--- config.mk ---
export PLATFORM = sky130hd
export DESIGN_NAME = vna_mul
export DESIGN_NICKNAME = d
export VERILOG_FILES = /design/src/rtl/vna_pkg.sv /design/src/rtl/vna_mul.sv
export SDC_FILE = /design/constraint.sdc
export NUM_CORES = 2
export LEC_CHECK = 0
export BUFFER_PORTS_ARGS = -buffer_cell sky130_fd_sc_hd__buf_2
export CORE_MARGIN = 1
export CORE_UTILIZATION = 30
export CTS_BUF_LIST = sky130_fd_sc_hd__clkbuf_4 sky130_fd_sc_hd__clkbuf_8 sky130_fd_sc_hd__clkbuf_16
export DETAILED_ROUTE_END_ITERATION = 8
export HOLD_SLACK_MARGIN = 0.1
export PLACE_DENSITY_LB_ADDON = 0.08
export SYNTH_ARGS = -nofsm -noshare
export SYNTH_HDL_FRONTEND = slang
export SYNTH_SLANG_ARGS = --single-unit
--- constraint.sdc ---
create_clock -name i_clk -period 7.9 [get_ports i_clk]
set_clock_uncertainty 0.05 [all_clocks]
set_input_delay 0.395 -clock i_clk [delete_from_list [all_inputs] [get_ports i_clk]]
set_output_delay 0.395 -clock i_clk [all_outputs]
set_load 0.01 [all_outputs]
--- src/rtl/vna_pkg.sv ---
// Shared constants, codes and types of the vertex normal accumulator.
`default_nettype none

package vna_pkg;

    // Default store depth.
    localparam int unsigned VERTEX_SLOTS_DEF = 1024;

    // Field widths.
    localparam int unsigned IDX_W  = 10;
    localparam int unsigned POS_W  = 24;
    localparam int unsigned NRM_W  = 18;
    localparam int unsigned POS_BITS = 3 * POS_W;
    localparam int unsigned NRM_BITS = 3 * NRM_W;

    // Arithmetic widths.
    localparam int unsigned DIFF_W = 25;
    localparam int unsigned SUM_W  = 52;
    localparam int unsigned MAG_W  = 30;
    localparam int unsigned SQ_W   = 60;
    localparam int unsigned SSUM_W = 62;
    localparam int unsigned QUO_W  = 35;
    localparam int unsigned ROOT_W = 18;
    localparam int unsigned Q_W    = 17;
    localparam int unsigned MUL_W  = 32;
    localparam int unsigned FRAC_STEPS = 34;

    // Reciprocal used to fold an index into the store depth.
    localparam int unsigned RECIP_SH = 20;
    localparam int unsigned RECIP_W  = 19;

    // Command codes.
    typedef enum logic [1:0] {
        CMD_LOAD = 2'd0,
        CMD_TRI  = 2'd1,
        CMD_READ = 2'd2,
        CMD_NONE = 2'd3
    } t_cmd;

    // Write strobes toward the vertex store.
    typedef struct packed {
        logic pos_we;
        logic nrm_we;
    } t_store_wr;

endpackage

`default_nettype wire

--- src/rtl/vna_mul.sv ---
// Shared signed multiplier with a registered product.
`default_nettype none

module vna_mul (
    input  wire logic                                i_clk,
    input  wire logic signed [vna_pkg::MUL_W-1:0]    i_a,
    input  wire logic signed [vna_pkg::MUL_W-1:0]    i_b,
    output logic signed [2*vna_pkg::MUL_W-1:0]       o_prod
);

    logic signed [2*vna_pkg::MUL_W-1:0] r_prod;

    // One product per cycle, available on the next cycle.
    always_ff @(posedge i_clk) begin
        r_prod <= i_a * i_b;
    end

    assign o_prod = r_prod;

endmodule

`default_nettype wire

# After elaboration in Yosys (flattened, before gate mapping)
# Cells that the tools add are included.
[totals]
output_inout_bits = 64
regBits = 64
wordCells = 2
input_bits = 65
[classes]
multipliers = 1
[op_table]
columns = ["cell", "n"]
rows = [
  ["$mul 32x32->64", 1],
]

# Longest topological paths before layout
[depth]
ltp_word = 1
depth_mapped = 28
depth_no_buf = 27

# Worst setup path before layout
# Ideal clock, no wire load.
[synth_timing]
kind = "in2reg"
startpoint = "in i_b[2] (netlist bit)"
endpoint = "reg r_prod, in the netlist o_prod[62]"
t_arrival_ns = 7.584
t_required_ns = 7.778
slack_ns = 0.194
path_buffers = 1
setup_time_ns = 0.072
stages = 24
path_cell_list = "clkbuf_1 -> nand2_1 -> inv_1 -> fa_1 -> fa_1 -> fa_1 -> fa_1 -> inv_1 -> fa_1 -> inv_1 -> fa_1 -> inv_1 -> fa_1 -> inv_1 -> fa_1 -> ha_1 -> and3_1 -> nand2_1 -> or3_1 -> o22a_1 -> o211ai_1 -> a31oi_1 -> o31ai_1 -> xor2_1"
[synth_via]
elab_chain_cells = 1
[synth_rtl]
columns = ["element", "line", "rtl"]
rows = [
  ["start: declaration", "vna_mul.sv:7", "input wire logic signed [vna_pkg::MUL_W-1:0] i_b,"],
  ["$mul 32x32->64", "vna_mul.sv:15", "r_prod <= i_a * i_b;"],
  ["end signal: assignment", "vna_mul.sv:15", ""],
  ["end: declaration", "vna_mul.sv:11", "logic signed [2*vna_pkg::MUL_W-1:0] r_prod;"],
]
# Every way passes these cells.

# Worst setup path after layout
[layout_timing]
startpoint = "in i_a[31] (netlist bit)"
endpoint = "reg r_prod, in the netlist o_prod[62]"
[layout_via]
elab_chain_cells = 1
[layout_rtl]
columns = ["element", "line", "rtl"]
rows = [
  ["start: declaration", "vna_mul.sv:6", "input wire logic signed [vna_pkg::MUL_W-1:0] i_a,"],
  ["$mul 32x32->64", "vna_mul.sv:15", ""],
]
# Every way passes these cells.

==> impl_summary.txt <==
----------------------------------------------------
[Place]
  Total of buffers placed on input and output ports ... 128
  Placed Area ... 43160 µm²
  Final HPWL DP ... 106200 µm
  RD Place Congestion ... 0.8168
  Worst setup slack before clock tree synthesis ... -649.1 ps

[Synthesis]
  Cell area after synthesis ... 37240 µm²
  Syn avg cell area ... 9.589 µm²
  Nets in the synthesized netlist ... 5215
  Area share of and/or/nand/nor cells after synthesis ... 15.37%
  Number of warning messages in the yosys log ... 0
  Count of flip-flops with a built-in enable after synthesis ... 0
  Post-Synthesis Cells ... 3884
  Post-synthesis sequential element count ... 64
  Register area share after synthesis ... 3.440%
  Combinational family with the most area after synthesis ... adder cells
  Top cell type's share of synthesized area ... 58.16%
  Compound-gate portion of the synthesized area ... 3.464%
  Synth cell types ... 63
  Cell type with the largest total area after synthesis ... fa_1
  Multiplexer area fraction after synthesis ... 0%
  Ys async rst share ... 0%
  Most area-consuming cells after synthesis ... fa_1 58%, inv_1 9.6%, and2_1 8.7%
  Adder and majority gate portion of the synthesized area ... 64.34%
  Most used flip-flop cell after synthesis ... dfxtp_1
  Share of the synthesized netlist area taken by xor and xnor gates ... 1.764%

[Die]
  Die height ... 354.3 µm
  Initial core utilization ... 30.40%
  Die Area ... 125600 µm²
  Num ports ... 129
  Die width ... 354.3 µm
  Floorplan row count ... 128
  Placeable Area ... 122500 µm²

[Critical path]
  Critical path startpoint category ... input pin
  Critical Path RT ... 8220 ps
  Largest fanout on the critical path ... 8
  Kind of capture point of the worst setup path ... flip-flop
  Cell repeated most along the worst path ... fa_1
  Max stage delay on crit path ... 560 ps
  Data arrival, critical path ... 8010 ps
  Worst Setup Path Type ... input pin to flip-flop
  Slowest CP cell ... fa_1

[STA]
  Measured slew at the worst slew-check pin ... 587.2 ps
  Post-layout worst setup margin ... 207.7 ps
  Share of the clock period used by the worst path ... 97.37%
  Final critical delay including setup and external delays ... 7692 ps
  Final setup viols ... 0
  Maximum clock frequency ... 130.0 MHz
  Normalized max-slew margin ... 60.81%
  Sum of negative setup slack ... 0 ps
  Number of pins with negative max-slew slack in the final report ... 0
  RSZ-0062 raised after global routing ... yes
  Final number of hold-violating endpoints ... 0

[Global route]
  Pin count of the biggest net entering global routing ... 25
  Global-route usage over all layers ... 19.83%
  Antenna violations before repair ... 10
  Overflow after GRT ... 0
  First-pass GRT wire length ... 185000 µm
  Via count of the first global-routing pass ... 29.76k

[Layout]
  Relative area change from synthesis to final layout ... 17.11%
  Most common library cell in the layout ignoring fill and taps ... fa_1
  Highest-count cells in the layout ignoring fill and taps ... 1081 x fa_1, 951 x inv_1, 516 x and2_1, 511 x nand2_1, 460 x buf_4
  Final design area excluding fillers ... 43610 µm²
  Largest register FFs ... 64
  Number of nets at the end of the flow ... 5640
  Share of final-layout standard cells stronger than drive strength 1 ... 15.46%

[Clock network]
  CTS buffer count ... 9
  TritonCTS clock tree ... done
  Clock Root Buffer ... clkbuf_16
  Maximum level of the CTS H-tree ... 3
  Hold bufs inserted after CTS ... 0
  Register clock-pin slew on the reported worst setup and hold paths ... 70 ps
  Clock sink total ... 64
  Largest buffer count on any clock path ... 2

[Route]
  Final ANT Viol Nets ... 0
  Final routed wirelength across all metal layers ... 116900 µm
  Starting DRT DRC Count ... 1141
  Drt via density ... 4.353
  Detailed-router iteration count before antenna repair ... 7
  Count of vias placed by the detailed router ... 25.87k
  Post-detailed-route wirelength per cell ... 19.68 µm
  Residual DRC count ... 0

[Min path]
  Min-Delay Startpoint ... i_a[1]
  Worst Hold Class ... input pin to flip-flop
  Min-Delay Endpoint ... o_prod[1]
  Hold Crit Depth ... 3

[Run status]
  Run status ... complete, no violations

[Job]
  Count of max-cap constraint violations ... 0

----------------------------------------------------
==> metal layers <==
layer	up-vias	routed length, µm	global-route usage (%)
met3	75	3104	2.329
met4	8	2466	4.750
met1	13561	53240	27.02
met5	-	52	0
met2	317	58070	33.54
li1	11907	-	-
==> area by class of cell <==
class,count,area (µm²)
inverter,952,3577
clock buffer,10,232.7
fill,12807,78900
multi-input combinational,2668,31720
clock inverter,6,60.06
antenna,3,7.507
timing repair buffer,614,4700
tap,1625,2033
sequential,64,1281
==> synth_stat cells, drive strengths merged (3+ instances only) <==
| cell | n |
|---|---|
| nor2b | 3 |
| nand4 | 7 |
| dfxtp | 64 |
| a21boi | 3 |
| and2 | 516 |
| o211ai | 3 |
| and3 | 9 |
| o21ai | 31 |
| a211oi | 8 |
| or3 | 5 |
| o21bai | 15 |
| o21a | 4 |
| inv | 952 |
| nor2 | 42 |
| clkbuf | 195 |
| fa | 1082 |
| xor2 | 22 |
| buf | 5 |
| nand2 | 511 |
| nand3 | 15 |
| a31oi | 13 |
| a21oi | 68 |
| o31ai | 7 |
| a21o | 25 |
| nand2b | 9 |
| xnor2 | 53 |
| ha | 184 |
| nor3 | 7 |
| and4 | 4 |
==> worst max path at each step <==
stage	slack, ps	startpoint	cells after the start	endpoint
global route	-80	i_a[31]	31	o_prod[62]
CTS	-50	i_a[31]	29	o_prod[62]
detailed placement	-650	i_b[2]	27	o_prod[62]
floorplan	190	i_b[2]	24	o_prod[62]
finish	210	i_a[31]	30	o_prod[62]
global placement	-650	i_b[2]	27	o_prod[62]
==> worst max-delay path: cells and delay by family <==
kind                     cells  cell delay, ps
XOR/XNOR                     1             180
adder cells (fa/ha/maj)      9            4410
buffers and inverters       12            1550
AO/OA/AOI/OAI                4             660
AND/OR/NAND/NOR              4             780
==> cell families after synthesis <==
group | Yosys count
adder cells (fa/ha/maj) | 1266
buffers and inverters | 1152
AND/OR/NAND/NOR | 1134
AO/OA/AOI/OAI | 193
XOR/XNOR | 75
flip-flops | 64
==> per-stage QoR <==
stage | hold WS, ps | util, % | instances
floorplan | 472.3 | - | 3884
global placement | 739.0 | 35.23 | 5921
detailed placement | 735.6 | 35.23 | 5921
CTS | 359.4 | 35.48 | 5937
global route | 379.0 | 35.60 | 5941
finish | 386.8 | 35.60 | 5942
==> repair_timing <==
action | in CTS | in global routing
gates resized for setup | 5 | 28
endpoints found under the hold margin | 0 | 0
endpoints found under the setup margin | 6 | 16
pin swaps | 0 | 2
buffers inserted | 0 | 2
Power is left out: the tool's default activity adds up to more than one toggle a clock period on the data nets, which glitch-free logic cannot reach.
