`src/rtl/vna_pkg.sv`:
```
// Shared constants, codes and types of the vertex normal accumulator.
`default_nettype none

package vna_pkg;

    // Default store depth.
    localparam int unsigned VERTEX_SLOTS_DEF = 1024;

    // Field widths.
    localparam int unsigned IDX_W  = 10;
    localparam int unsigned POS_W  = 24;
    localparam int unsigned NRM_W  = 18;
    localparam int unsigned POS_BITS = 3 * POS_W;
    localparam int unsigned NRM_BITS = 3 * NRM_W;

    // Arithmetic widths.
    localparam int unsigned DIFF_W = 25;
    localparam int unsigned SUM_W  = 52;
    localparam int unsigned MAG_W  = 30;
    localparam int unsigned SQ_W   = 60;
    localparam int unsigned SSUM_W = 62;
    localparam int unsigned QUO_W  = 35;
    localparam int unsigned ROOT_W = 18;
    localparam int unsigned Q_W    = 17;
    localparam int unsigned MUL_W  = 32;
    localparam int unsigned FRAC_STEPS = 34;

    // Reciprocal used to fold an index into the store depth.
    localparam int unsigned RECIP_SH = 20;
    localparam int unsigned RECIP_W  = 19;

    // Command codes.
    typedef enum logic [1:0] {
        CMD_LOAD = 2'd0,
        CMD_TRI  = 2'd1,
        CMD_READ = 2'd2,
        CMD_NONE = 2'd3
    } t_cmd;

    // Write strobes toward the vertex store.
    typedef struct packed {
        logic pos_we;
        logic nrm_we;
    } t_store_wr;

endpackage

`default_nettype wire

```
`src/rtl/vna_divsqrt.sv`:
```
// Iterative unit: q = round(sqrt(sq * 2^34 / sum) / 2) by long division then root.
`default_nettype none

module vna_divsqrt (
    input  wire logic                          i_clk,
    input  wire logic                          i_rst_n,
    input  wire logic                          i_start,
    input  wire logic [vna_pkg::SQ_W-1:0]      i_sq,
    input  wire logic [vna_pkg::SSUM_W-1:0]    i_sum,
    output logic                               o_done,
    output logic [vna_pkg::Q_W-1:0]            o_q
);

    typedef enum logic [3:0] {
        DS_IDLE = 4'b0001,
        DS_DIV  = 4'b0010,
        DS_SQRT = 4'b0100,
        DS_DONE = 4'b1000
    } t_ds_state;

    localparam int unsigned RAD_W  = 2 * vna_pkg::ROOT_W;
    localparam int unsigned SREM_W = vna_pkg::ROOT_W + 2;
    localparam int unsigned CUR_W  = SREM_W + 2;

    t_ds_state                     r_state, n_state;
    logic [5:0]                    r_cnt, n_cnt;
    logic [vna_pkg::SSUM_W-1:0]    r_den;
    logic [vna_pkg::SSUM_W-1:0]    r_rem;
    logic [vna_pkg::QUO_W-1:0]     r_quo;
    logic [RAD_W-1:0]              r_rad;
    logic [SREM_W-1:0]             r_srem;
    logic [vna_pkg::ROOT_W-1:0]    r_root;

    logic [vna_pkg::SSUM_W-1:0]    sq_ext;
    logic                          init_ge;
    logic [vna_pkg::SSUM_W:0]      rem_sh;
    logic                          div_ge;
    logic [vna_pkg::QUO_W-1:0]     quo_nx;
    logic [CUR_W-1:0]              cur;
    logic [CUR_W-1:0]              trial;
    logic                          sq_ge;
    logic [vna_pkg::ROOT_W:0]      rnd;

    // Division and root step logic.
    always_comb begin
        sq_ext  = {2'b00, i_sq};
        init_ge = (sq_ext >= i_sum);
        rem_sh  = {r_rem, 1'b0};
        div_ge  = (rem_sh >= {1'b0, r_den});
        quo_nx  = {r_quo[vna_pkg::QUO_W-2:0], div_ge};
        cur     = {r_srem, r_rad[RAD_W-1 -: 2]};
        trial   = CUR_W'({r_root, 2'b01});
        sq_ge   = (cur >= trial);
        rnd     = {1'b0, r_root} + (vna_pkg::ROOT_W + 1)'(1);
    end

    // Sequencer.
    always_comb begin
        n_state = r_state;
        n_cnt   = r_cnt;
        case (r_state)
            DS_IDLE: begin
                if (i_start) begin
                    n_state = DS_DIV;
                    n_cnt   = 6'(vna_pkg::FRAC_STEPS - 1);
                end
            end
            DS_DIV: begin
                n_cnt = r_cnt - 6'd1;
                if (r_cnt == 6'd0) begin
                    n_state = DS_SQRT;
                    n_cnt   = 6'(vna_pkg::ROOT_W - 1);
                end
            end
            DS_SQRT: begin
                n_cnt = r_cnt - 6'd1;
                if (r_cnt == 6'd0) begin
                    n_state = DS_DONE;
                end
            end
            DS_DONE: begin
                n_state = DS_IDLE;
            end
            default: begin
                n_state = DS_IDLE;
            end
        endcase
    end

    always_ff @(posedge i_clk) begin
        if (!i_rst_n) begin
            r_state <= DS_IDLE;
            r_cnt   <= '0;
        end else begin
            r_state <= n_state;
            r_cnt   <= n_cnt;
        end
    end

    // Datapath: restoring division, then restoring square root two bits a step.
    always_ff @(posedge i_clk) begin
        case (r_state)
            DS_IDLE: begin
                r_den <= i_sum;
                if (init_ge) begin
                    r_rem <= sq_ext - i_sum;
                    r_quo <= vna_pkg::QUO_W'(1);
                end else begin
                    r_rem <= sq_ext;
                    r_quo <= '0;
                end
            end
            DS_DIV: begin
                if (div_ge) begin
                    r_rem <= vna_pkg::SSUM_W'(rem_sh - {1'b0, r_den});
                end else begin
                    r_rem <= rem_sh[vna_pkg::SSUM_W-1:0];
                end
                r_quo  <= quo_nx;
                r_rad  <= RAD_W'(quo_nx);
                r_srem <= '0;
                r_root <= '0;
            end
            DS_SQRT: begin
                r_rad <= {r_rad[RAD_W-3:0], 2'b00};
                if (sq_ge) begin
                    r_srem <= SREM_W'(cur - trial);
                    r_root <= {r_root[vna_pkg::ROOT_W-2:0], 1'b1};
                end else begin
                    r_srem <= cur[SREM_W-1:0];
                    r_root <= {r_root[vna_pkg::ROOT_W-2:0], 1'b0};
                end
            end
            default: begin
                r_den <= r_den;
            end
        endcase
    end

    assign o_done = (r_state == DS_DONE);
    assign o_q    = rnd[vna_pkg::Q_W:1];

endmodule

`default_nettype wire

```
`config.mk`:
```
export PLATFORM = sky130hd
export DESIGN_NAME = vna_divsqrt
export DESIGN_NICKNAME = d
export VERILOG_FILES = /design/src/rtl/vna_pkg.sv /design/src/rtl/vna_divsqrt.sv
export SDC_FILE = /design/constraint.sdc
export NUM_CORES = 1
export LEC_CHECK = 0
export BUFFER_PORTS_ARGS = -buffer_cell sky130_fd_sc_hd__buf_4
export CAP_MARGIN = 15
export CORE_ASPECT_RATIO = 0.75
export CORE_MARGIN = 1.5
export CORE_UTILIZATION = 55
export DETAILED_ROUTE_END_ITERATION = 16
export PLACE_DENSITY = 0.77
export SLEW_MARGIN = 5
export SYNTH_ARGS = -nofsm -noshare
export SYNTH_HDL_FRONTEND = slang
export SYNTH_SLANG_ARGS = --single-unit
```
`constraint.sdc`:
```
create_clock -name i_clk -period 11.4 [get_ports i_clk]
set_input_delay 2.28 -clock i_clk [delete_from_list [all_inputs] [get_ports i_clk]]
set_output_delay 2.28 -clock i_clk [all_outputs]
set_load 0.01 [all_outputs]
```
After elaboration in Yosys (flattened, before gate mapping)

Index checks and enable logic that the tools add are counted.

Bits in registers: 242
Input port bits: 125
Output and inout port bits: 18
Word-level logic and storage cells: 46

Add/sub/neg operators: 5
$lt $le $gt $ge: 3
Eq/ne operators: 7
Mux-type cells: 17
Reduce and logical (&&, ||, !) cells: 6

Operators with widths:

| operator                | count |
|---|---|
| $mux W62                | 2 |
| $pmux W62 S2            | 1 |
| $pmux W36 S2            | 1 |
| $pmux W34 S2            | 1 |
| $ge A63 B62 Y1          | 1 |
| $ge A60 B62 Y1          | 1 |
| $sub A60 B62 Y62        | 1 |
| $sub A62 B62 Y62        | 1 |
| $pmux W20 S2            | 1 |
| $pmux W18 S2            | 1 |
| $ge A22 B20 Y1          | 1 |
| $mux W20                | 1 |
| $sub A20 B20 Y20        | 1 |
| $add A18 B1 Y18 const B | 1 |
| $pmux W6 S3             | 1 |
| $mux W4                 | 3 |
| $mux W6                 | 2 |
| $pmux W4 S3             | 1 |
| $logic_not A6 Y1        | 1 |
| $ne A2 B2 Y1 const B    | 3 |
| $sub A6 B1 Y6 const B   | 1 |
| $eq A4 B1 Y1 const B    | 1 |
| $eq A4 B2 Y1 const B    | 1 |
| $eq A4 B3 Y1 const B    | 1 |
| 6 further kinds         | 8 |

Depth between registers and ports, before layout

Depth in word-level cells: 3
Gate-level depth with buffers: 16

Worst setup path before layout

No wires, ideal clock.

Kind: flip-flop to flip-flop
Start point: register r_state[0]
End point: register r_quo[0] in the netlist's numbering, enable pin
Library setup time: 0.414 ns
Arrival time: 8.957 ns
Slack: 2.029 ns
Stages on the path, launching flop included: 3
Period minus slack after synthesis: 9.371 ns
Path through: dfxtp_1 -> nor4b_1 -> or2_2

Longest elaborated chain between the ends: 2
Elaborated cells between the ends (all ways): 3
Classes of those cells: 2 x eq/ne; 1 x reduce/logical

RTL lines:

| what                                         | RTL line           | RTL |
|---|---|---|
| start: declaration                           | vna_divsqrt.sv:25  | `t_ds_state r_state, n_state;` |
| start signal: assignment                     | vna_divsqrt.sv:95  | `r_state <= n_state;` |
| $eq A4 B2 Y1 or $eq A4 B1 Y1 (tied branches) | vna_divsqrt.sv:102 | `case (r_state)` |
| $reduce_bool A2 Y1 (no source line) *        | --                 |  |
| end signal: assignment                       | vna_divsqrt.sv:107 | `r_quo <= vna_pkg::QUO_W'(1);` |
| end signal: assignment                       | vna_divsqrt.sv:119 | `r_quo <= quo_nx;` |
| end: declaration                             | vna_divsqrt.sv:29  | `logic [vna_pkg::QUO_W-1:0] r_quo;` |

Mark *: on every way between the ends. The rest lies on a longest branch, timed or not.
A chain may end at the register's enable or synchronous reset.

Worst setup path after layout

Start point: input i_sq[0] in the netlist's numbering
End point: register r_rem[17] in the netlist's numbering, data pin

Longest elaborated chain between the ends: 3
Elaborated cells between the ends (all ways): 4
Classes of those cells: 1 x add/sub; 1 x order compare; 2 x mux

RTL lines:

| what                                               | RTL line                              | RTL |
|---|---|---|
| start: declaration                                 | vna_divsqrt.sv:8                      | `input wire logic [vna_pkg::SQ_W-1:0] i_sq,` |
| $sub A60 B62 Y62 or $ge A60 B62 Y1 (tied branches) | vna_divsqrt.sv:106, vna_divsqrt.sv:47 |  |
| $mux W62 *                                         | vna_divsqrt.sv:105                    | `if (init_ge) begin` |
| $pmux W62 S2 *                                     | vna_divsqrt.sv:102                    |  |
| end signal: assignment                             | vna_divsqrt.sv:106                    | `r_rem <= sq_ext - i_sum;` |
| end signal: assignment                             | vna_divsqrt.sv:109                    | `r_rem <= sq_ext;` |
| end signal: assignment                             | vna_divsqrt.sv:115                    | `r_rem <= vna_pkg::SSUM_W'(rem_sh - {1'b0, r_den});` |
| end: declaration                                   | vna_divsqrt.sv:28                     | `logic [vna_pkg::SSUM_W-1:0] r_rem;` |

Marks and branches as above.

==> summary.txt <==
IO buf count: 142
Synth warnings: 0
crit-path max FO: 73
Critical-path top delay cell: o21ai_4
Wirelength per Cell: 20.0 um
Post-CTS Setup Bufs: 0
hold buffer count at cts: 0
Die ar.: 36100 um^2
die height: 165 um
critical path endpoint category: flip-flop
Setup CP Type: primary input to flip-flop
Longest Clk Path Bufs: 3
top routing layer used: met4
DR pass1 iterations: 5
clk_skew: 0.0119 ns
Core ar.: 34500 um^2
Initial DRC Count: 2122
Setup Total Neg Slack: 0 ns
Fin. Hold Viols: 0
Synth Net Count: 2502
met2 WL: 22700 um
Vias per Instance: 6.26
H-Tree Depth: 1
Die X: 219 um
Sink Count: 242
mean area per synthesized cell: 8.62 um^2
grt ovf: 0
Tot Pwr: 3.17 mW
top_reg_cell synth: edfxtp_1
Max rail drop VDD: 0.117 mV
fin crit share: 0.585
final design area excluding fillers: 21500 um^2
final setup fails: 0
EDFF count, synth: 232
Routed Antenna Nets: 0
final slew viol count: 0
LEAKAGE: 9.35 nW
RSZ-0062 raised after global routing: false
WHS: 0.509 ns
first-pass GRT wire length: 87600 um
FF+latch count, synth: 242
CP required: 11.67 ns
slowest stage delay, CP: 0.91 ns
WL met1: 25900 um
area grow syn2layout: 11.9%
Global Route Usage Sum: 0.305
Util after Layout: 0.622
Place WS: 4.33 ns
Clock transition at path regs: 0.06 ns
placed cell area: 20600 um^2
path depth of the worst reg2reg path: 13
CTS tree: done
final net count: 2587
Worst Hold Depth: 2
sequential area share after synthesis: 0.373
CTS buffer count: 27
cell total after placement: 2743
Post-DP HPWL: 41400 um
vias in the first global route: 16100
area share of the largest cell type after synthesis: 0.362
Finished Layout Cells: 2792
max cap viols: 0
Fmax: 150 MHz
Post-synth ARST share: 0
Root Driver: clkbuf_16
Clock Latency Late Sink: 0.56 ns
crit path DAT: 6.95 ns
status: complete, no violations
CP Launch Type: primary input
synth top area cells: edfxtp_1, ha_1, nand2_1
layout cells sized above 1: 0.0973
PwrDens: 147 nW/um^2
Core Rows: 59
Initial Util: 0.556
WL final: 55800 um
vias after detailed routing: 17500
Slew HR: 0.244
# DRC: 0
GP Congestion: 0.944
worst min path class: flip-flop to flip-flop
Met3 Wirelength: 5840 um
initial antenna violation count: 2
pin count of the biggest net entering global routing: 80
Worst-Margin Slew: 1.13 ns
synth unique cells: 86
Netlist Area Pre-Place: 19200 um^2
fill count: 2966
area leader, netlist: edfxtp_1
critical path, cell by cell: buf_4 > inv_1 > ha_1 > fa_1 > nor2b_1 > o31a_1 > o221a_2 > o21ai_1 > a21oi_1 > o21ai_1 > a41oi_1 > o21ai_4 > buf_4 > nor2_1 > a211oi_1 > a31oi_1
final worst setup slack: 4.73 ns
io pins: 143
post-layout min period: 6.67 ns
CTS resizes: 0
post-synthesis cell count: 2231
## worst paths after layout
check / from / end / slack (ns)
worst max-delay path: i_sq[0] / r_rem[17] / 4.73
worst min register to register: r_rad[32] / r_rad[34] / 0.51
worst min-delay path: r_rad[32] / r_rad[34] / 0.51
worst max register to register: r_rem[3] / r_rem[54] / 6.84
## registers in the layout, summed over array words and instances (netlist names)
register and flops:
r_quo 34, r_root 18, r_rem 62, r_den 62
r_rad 36, r_srem 20, r_cnt 6, r_state 4
## cell type report
type                       instances  area, um^2  area share
multi-input combinational       1702       11000       0.511
timing repair buffer             156        1180      0.0548
clock inverter                     9        65.1     0.00303
tap                              457         572      0.0266
inverter                         187         702      0.0326
clock buffer                      37         817      0.0380
sequential                       242        7170       0.333
antenna                            2        5.00    0.000233
## synth_stat cells (6+ instances only)
cell type  instances
a211oi_1          49
a21boi_0           8
a21o_1            74
a21oi_1          176
a31oi_1           56
a41oi_1            7
and2_1            55
and3_1            14
and4_1             7
buf_2             20
clkbuf_1          75
dfxtp_1           10
edfxtp_1         232
ha_1             144
inv_1            186
mux2i_1           25
nand2_1          305
nand2b_1          19
nand3_1           42
nand3b_1           7
nand4_1           38
nor2_1           169
nor2b_1           12
nor3_1            46
nor4_1             9
o2111ai_1          6
o211ai_1          13
o21a_1            21
o21ai_0           83
o21ai_1           32
o21bai_1          30
o31a_1            11
o31ai_1           10
or3_1             16
xnor2_1           87
xor2_1            44
## critical path: cells and delay by family
kind,cells,cell delay (ns)
AOI/OAI and AO/OA,9,3.07
buffers and inverters,3,0.92
adders and majority gates,2,0.40
and+or+nand+nor,2,0.23
## cell usage in the layout, fill, tap and decap left out, types with 5 or more instances in the layout
cell,instances
dfxtp_1,10
edfxtp_1,232
or3_1,16
o21ai_1,30
o211ai_1,13
inv_1,185
o31ai_1,10
and2_1,55
nand3b_1,7
nand2_1,305
nor3_1,46
nand2b_1,19
nand4_1,38
xnor2_1,87
a41oi_1,7
nor4_1,9
a211oi_1,49
o2111ai_1,6
buf_4,155
a21o_1,74
and3_1,14
o21a_1,20
nor2_1,169
a22oi_1,5
xor2_1,44
o21bai_1,30
ha_1,144
a21oi_1,176
nor2b_1,12
and4_1,7
nand3_1,42
mux2i_1,25
o31a_1,11
a31oi_1,56
o21ai_0,83
a21boi_0,8
clkbuf_16,30
## where the power goes
group	internal, mW	total [mW]	switching [mW]
Clock	0.518	0.892	0.374
Sequential	1.08	1.12	0.0431
Combinational	0.423	1.15	0.730
Total	2.02	3.17	1.15
## cells by family (layout without fill, tap and decap cells)
group,after synthesis,count (layout),share of synthesized area
compound gates,636,636,0.216
buf+inv,287,389,0.0575
fa+ha+maj,146,146,0.0958
other cells,0,2,0
xor+xnor,131,131,0.0597
mux,27,27,0.0142
flops,242,242,0.373
simple gates,762,762,0.184
## metal layers
layer | GRT usage | vias up
met5 | 0 | -
met4 | 0.0732 | 0
met3 | 0.0608 | 91
met2 | 0.430 | 886
met1 | 0.472 | 8276
li1 | - | 8211
Note: power is estimated with default switching activity, not from simulation.
